[src/hdl/sparse_table_range_max_top_assert.svh]
// ----------------------------------------------------------------------------
// Assertion macros for the sparse table range maximum engine
// Concurrent checks clocked on clk_i, disabled while rst_ni is low.
// ----------------------------------------------------------------------------
`ifndef SPARSE_TABLE_RANGE_MAX_TOP_ASSERT_SVH
`define SPARSE_TABLE_RANGE_MAX_TOP_ASSERT_SVH

`ifndef SYNTHESIS
`define STRM_ASSERT(lbl, prop) \
  lbl: assert property (@(posedge clk_i) disable iff (!rst_ni) prop) \
    else $error("strm assertion failed");
`define STRM_NEVER(lbl, expr) \
  lbl: assert property (@(posedge clk_i) disable iff (!rst_ni) !(expr)) \
    else $error("strm forbidden condition");
`else
`define STRM_ASSERT(lbl, prop)
`define STRM_NEVER(lbl, expr)
`endif

`endif

[src/hdl/strm_pkg.sv]
// ----------------------------------------------------------------------------
// strm_pkg
// Shared types, codes and helpers of the sparse table range maximum engine.
// ----------------------------------------------------------------------------
package strm_pkg;

  typedef enum logic [1:0] {
    CMD_LOAD  = 2'd0,
    CMD_BUILD = 2'd1,
    CMD_QUERY = 2'd2
  } cmd_e;

  typedef enum logic [2:0] {
    S_IDLE,
    S_RD_A,
    S_RD_B,
    S_RD_VA,
    S_RD_VB,
    S_CMP,
    S_PUT
  } state_e;

  typedef struct packed {
    logic build_mode;
    logic load;
    logic build_init;
    logic q_capture;
    logic am_rd_a;
    logic am_rd_b;
    logic el_rd_a;
    logic el_rd_b;
    logic cap_ia;
    logic cap_ib;
    logic cap_va;
    logic build_step;
    logic cmp_result;
    logic set_built;
    logic push_out;
  } ctrl_cmd_t;

  typedef struct packed {
    logic few;
    logic build_done;
    logic q_ok;
    logic out_free;
  } dp_status_t;

  function automatic logic [5:0] flog2(input logic [31:0] x);
    logic [5:0] r;
    r = '0;
    for (int b = 1; b < 32; b++) begin
      if (x[b]) r = 6'(b);
    end
    return r;
  endfunction

endpackage

[src/hdl/strm_ctrl.sv]
// ----------------------------------------------------------------------------
// strm_ctrl
// Sequencer for loads, the table build sweep and range queries.
// ----------------------------------------------------------------------------
module strm_ctrl (
  input  logic                  clk_i,
  input  logic                  rst_ni,
  input  logic                  in_valid_i,
  output logic                  in_ready_o,
  input  logic [1:0]            command_i,
  input  strm_pkg::dp_status_t  st_i,
  output strm_pkg::ctrl_cmd_t   cmd_o
);

  import strm_pkg::*;

  `include "sparse_table_range_max_top_assert.svh"

  state_e state_q, state_d;
  logic   mode_q, mode_d;
  logic   acc;

  always_ff @(posedge clk_i or negedge rst_ni) begin
    if (!rst_ni) begin
      state_q <= S_IDLE;
      mode_q  <= 1'b0;
    end else begin
      state_q <= state_d;
      mode_q  <= mode_d;
    end
  end

  assign in_ready_o = (state_q == S_IDLE);
  assign acc        = in_valid_i & in_ready_o;

  always_comb begin
    state_d = state_q;
    mode_d  = mode_q;
    cmd_o   = '0;
    cmd_o.build_mode = mode_q;
    unique case (state_q)
      S_IDLE: begin
        if (acc) begin
          unique case (command_i)
            CMD_LOAD: cmd_o.load = 1'b1;
            CMD_BUILD: begin
              if (st_i.few) begin
                cmd_o.set_built = 1'b1;
              end else begin
                cmd_o.build_init = 1'b1;
                mode_d  = 1'b1;
                state_d = S_RD_A;
              end
            end
            CMD_QUERY: begin
              cmd_o.q_capture = 1'b1;
              mode_d  = 1'b0;
              state_d = st_i.q_ok ? S_RD_A : S_PUT;
            end
            default: ;
          endcase
        end
      end
      S_RD_A: begin
        cmd_o.am_rd_a = 1'b1;
        state_d = S_RD_B;
      end
      S_RD_B: begin
        cmd_o.am_rd_b = 1'b1;
        cmd_o.cap_ia  = 1'b1;
        state_d = S_RD_VA;
      end
      S_RD_VA: begin
        cmd_o.cap_ib  = 1'b1;
        cmd_o.el_rd_a = 1'b1;
        state_d = S_RD_VB;
      end
      S_RD_VB: begin
        cmd_o.el_rd_b = 1'b1;
        cmd_o.cap_va  = 1'b1;
        state_d = S_CMP;
      end
      S_CMP: begin
        if (mode_q) begin
          cmd_o.build_step = 1'b1;
          if (st_i.build_done) begin
            cmd_o.set_built = 1'b1;
            state_d = S_IDLE;
          end else begin
            state_d = S_RD_A;
          end
        end else begin
          cmd_o.cmp_result = 1'b1;
          state_d = S_PUT;
        end
      end
      S_PUT: begin
        if (st_i.out_free) begin
          cmd_o.push_out = 1'b1;
          state_d = S_IDLE;
        end
      end
      default: state_d = S_IDLE;
    endcase
  end

  `STRM_ASSERT(a_query_leaves_idle,
    (acc && command_i == CMD_QUERY) |=> state_q != S_IDLE)
  `STRM_ASSERT(a_put_only_for_query, (state_q == S_PUT) |-> !mode_q)
  `STRM_NEVER(a_busy_no_accept, acc && state_q != S_IDLE)

endmodule

[config.mk]
export PLATFORM = sky130hd
export DESIGN_NAME = strm_ctrl
export DESIGN_NICKNAME = d
export VERILOG_FILES = /design/src/hdl/strm_pkg.sv /design/src/hdl/strm_ctrl.sv
export VERILOG_INCLUDE_DIRS = /design/src /design/src/hdl
export SDC_FILE = /design/constraint.sdc
export NUM_CORES = 1
export LEC_CHECK = 0
export BUFFER_PORTS_ARGS = -buffer_cell sky130_fd_sc_hd__buf_2
export CAP_MARGIN = 20
export CELL_PAD_IN_SITES_DETAIL_PLACEMENT = 0
export CELL_PAD_IN_SITES_GLOBAL_PLACEMENT = 2
export CORE_ASPECT_RATIO = 0.75
export CORE_MARGIN = 10
export CORE_UTILIZATION = 20
export CTS_CLUSTER_DIAMETER = 60
export DETAILED_ROUTE_END_ITERATION = 10
export PLACE_DENSITY_LB_ADDON = 0.12
export SLEW_MARGIN = 20
export SYNTH_ARGS = -nofsm -noshare
export SYNTH_HDL_FRONTEND = slang
export SYNTH_SLANG_ARGS = --single-unit
export TNS_END_PERCENT = 5
[constraint.sdc]
create_clock -name clk_i -period 1.9 [get_ports clk_i]
set_input_delay 0.095 -clock clk_i [delete_from_list [all_inputs] [get_ports clk_i]]
set_output_delay 0.095 -clock clk_i [all_outputs]
set_load 0.1 [all_outputs]
---- Yosys cells after proc, flatten, opt, wreduce, memory -nomap -nowiden ----
Cells that the tools add are included.
word-level totals
  bits in registers ....................... 4
  input bits .............................. 9
cells by class
  bitwise logic cells ..................... 1
  muxes and demuxes ....................... 31
  equal/unequal tests ..................... 13
  reductions and logical operators ........ 5
operators with widths
  cell                count
  $mux 3              7
  $pmux 3 s7          1
  $mux 1              19
  $eq 3x3->1 const B  3
  $reduce_and 4->1    2
  $eq 3x2->1 const B  2
  $pmux 3 s2          1
  $ne 2x2->1 const B  2
  $pmux 1 s2          2
  $eq 3x1->1 const B  1
  $logic_not 3->1     1
  $ne 3x1->1 const B  1
  $ne 3x3->1 const B  1
  $eq 2x1->1 const B  1
  $eq 2x2->1 const B  1
  $logic_not 2->1     1
  $mux 2              1
  $ne 2x1->1 const B  1
  $reduce_bool 2->1   1
  $and 1x1->1         1

---- Longest topological paths before layout ----
  depth after elaboration ................. 4
  gate-level depth with buffers ........... 4
  mapped depth without buffers ............ 3

---- Worst setup path after synthesis ----
No wires, ideal clock.
  path type ............................... register to output
  start ................................... reg state_q[0]
  end ..................................... out cmd_o[9] (netlist name)
  setup slack ............................. -1631 ps
  arrival time ............................ 3436 ps
  cell stages (with the launch flop) ...... 4
  required time ........................... 1805 ps
  path through ............................ dfrtp_1 -> clkbuf_1 -> nor3b_1 -> buf_4
RTL lines
  item                    RTL line         source
  start, declared         strm_ctrl.sv:19  state_e state_q, state_d;
  start signal, assigned  strm_ctrl.sv:28  state_q <= state_d;
  end, declared           strm_ctrl.sv:12  output strm_pkg::ctrl_cmd_t cmd_o

==> flow_summary.toml <==
[synth]
syn_area_sq_um = 382
synthAdderAreaFrac = 0
syn-num-nets = 55
synth_mux_area_frac = 0
synth-seq-cells = 4
synth_compound_gate_area_share = 0.187
synth_top_family_by_area = "simple AND/OR/NAND/NOR gates"
syn_avg_cell_area_sq_um = 8.30
synthXorXnorAreaFrac = 0
synthCells = 46
synth-warning-count = 0
ys_seq_area_frac = 0.262
synth_cell_types = 25
synth-simple-area-share = 0.416

[floorplanning]
core_area_sq_um = 1770
start_util = 0.215
io_pins = 25
rows = 13
fp.dieH_um = 57.8
dieArea_sq_um = 4070
die_width_um = 70.4

[placed_design]
place.gp.congestion = 0.660
hpwl_um = 1100
dp_slack_ps = 308
dp.cells = 88
port_buffers = 24
place_area_sq_um = 614

[final_layout]
layout.nets = 81
diodes = 0
final_common_cell = "buf_2"
layoutNonFillerInstCount = 92
fin_area_sq_um = 647
areaGrowthSynthToFinish_pct = 69.5
drive_gt1_frac = 0.586
n_fill_cell = 200
most-common-layout-cells = "20 x buf_2, 4 x nor3_2, 4 x nor2_1, 4 x dfrtp_1, 4 x buf_12"

[critical_path]
slowest_stage = "or4b_4"
r2r_end = "mode_q"
critPathLaunchType = "flop"
regToRegSetupSlack_ps = 410
crit_required_ps = 1800
path_class = "reg -> out"
rr_startpoint = "state_q[1]"
worst_path_largest_cell_delay_ps = 600
crit_fanout = 5
cp.arrival_ps = 1740
path_cells = "or4b_4 > nor4b_4 > buf_12"
reg2reg_depth = 3
cp-end-kind = "primary output"

[clock_network]
htreeDepth = 1
cts_resized = 0
cts_hold_buf = 1
post-cts-setup-buffers = 0
insertion_delay_ps = 240
clock-sinks = 4
cts_tree = "built"
cts-root-buf = "clkbuf_4"
clk_pin_slew_ps = 40
cts_buffers = 3
cts_buffer_depth = 2

[drt]
avgRoutedWirePerCell_um = 14.6
drt_wl_total_um = 1340
drc_errors = 0
firstDrtPassIters = 4
drt-initial-drc-count = 14
vias_per_cell = 4.77
ant_nets = 0
num_vias = 439

[sta]
rsz0062_at_grt = "false"
finalHoldViolations = 0
setup_ws_ps = 66.8
min_period_over_period = 0.965
max_freq_mhz = 545
skew_ps = 3.65
period_minus_slack_ps = 1830
setup_viol = 0
drv_slew = 0
maxSlewHeadroom = 0.671
worst_pin_slew_ps = 497

[global_routing]
antenna_found_initial = 0
met2_usage = 0.0921
grt.total_usage = 0.0670
use_met3 = 0.0238
grt_max_degree = 13
top_usage_layer = "met2"
grt_pass1_wl_um = 2280
met1_usage = 0.0888
grt_overflow = 0
grt_pass1_vias = 472

[run]
maxCapViolCount = 0

[worst_hold_path]
min_to = "state_q[0]"
hold_depth = 3
hold_class = "in -> reg"
min_from = "st_i[2]"

[outcome]
status = "completed"
## metal layers
layer	up-vias	share of wire
met4	0	0.016
met3	4	0.049
met2	14	0.42
li1	220	-
met5	-	0
met1	201	0.51
## sequential cells by signal, indices dropped and copies added (netlist names)
name     cells
state_q      3
mode_q       1
## logic make-up after synthesis
group	count (synthesis)
DFF	4
and+or+nand+nor	24
AOI/OAI and AO/OA	9
buffers and inverters	9
## stage by stage
stage | hold WS (ps) | util | TNS [ps]
final | 165 | 0.365 | 0
after global routing | 194 | 0.365 | 0
after CTS | 154 | 0.365 | 0
after detailed placement | -97.9 | 0.347 | 0
after global placement | -97.6 | 0.347 | 0
after floorplan | -201 | - | -2350
## cells in the mapped netlist (all sizes together)
library cell | number | area (sq um)
nor3b | 1 | 7.51
nor3 | 6 | 30.0
clkbuf | 1 | 3.75
a21oi | 1 | 5.00
nand4bb | 1 | 11.3
or3 | 1 | 6.26
a311oi | 1 | 8.76
dfrtp | 4 | 100
nor4b | 1 | 23.8
nand2b | 3 | 18.8
a32o | 1 | 10.0
nand4b | 1 | 8.76
buf | 6 | 40.0
a221oi | 2 | 17.5
o31ai | 2 | 15.0
nand2 | 2 | 7.51
and3 | 1 | 6.26
nor2b | 1 | 6.26
or4b | 1 | 13.8
inv | 2 | 7.50
o21a | 1 | 7.51
nor2 | 5 | 18.8
a22oi | 1 | 7.51
## how the worst max path moves through the flow
stage                from   endpoint  slack, ps  depth (start not counted)
3_3_place_gp   state_q[1]  cmd_o[12]        320                          3
4_1_cts        state_q[1]  cmd_o[12]         50                          3
2_1_floorplan  state_q[1]     mode_q       -400                          3
5_1_grt        state_q[1]  cmd_o[12]          4                          3
6_report       state_q[1]  cmd_o[12]         70                          3
3_5_place_dp   state_q[1]  cmd_o[12]        310                          3
## layout make-up
| cell class | instances | area [sq um] | share of cell area |
|---|---|---|---|
| Clock buffer | 3 | 22.5 | 0.0348 |
| Sequential cell | 4 | 100 | 0.155 |
| Timing Repair Buffer | 28 | 213 | 0.329 |
| Tap cell | 22 | 27.5 | 0.0426 |
| Multi-Input combinational cell | 33 | 277 | 0.427 |
| Inverter | 2 | 7.51 | 0.0116 |
## worst max-delay path: cells and delay by family, from the launching register on
kind	cells	cell delay [ps]
and+or+nand+nor	2	920
DFF	1	370
buffers and inverters	1	220
Power is not shown: default switching activity piles up to over one toggle a cycle in this logic, so the estimate is an artifact.
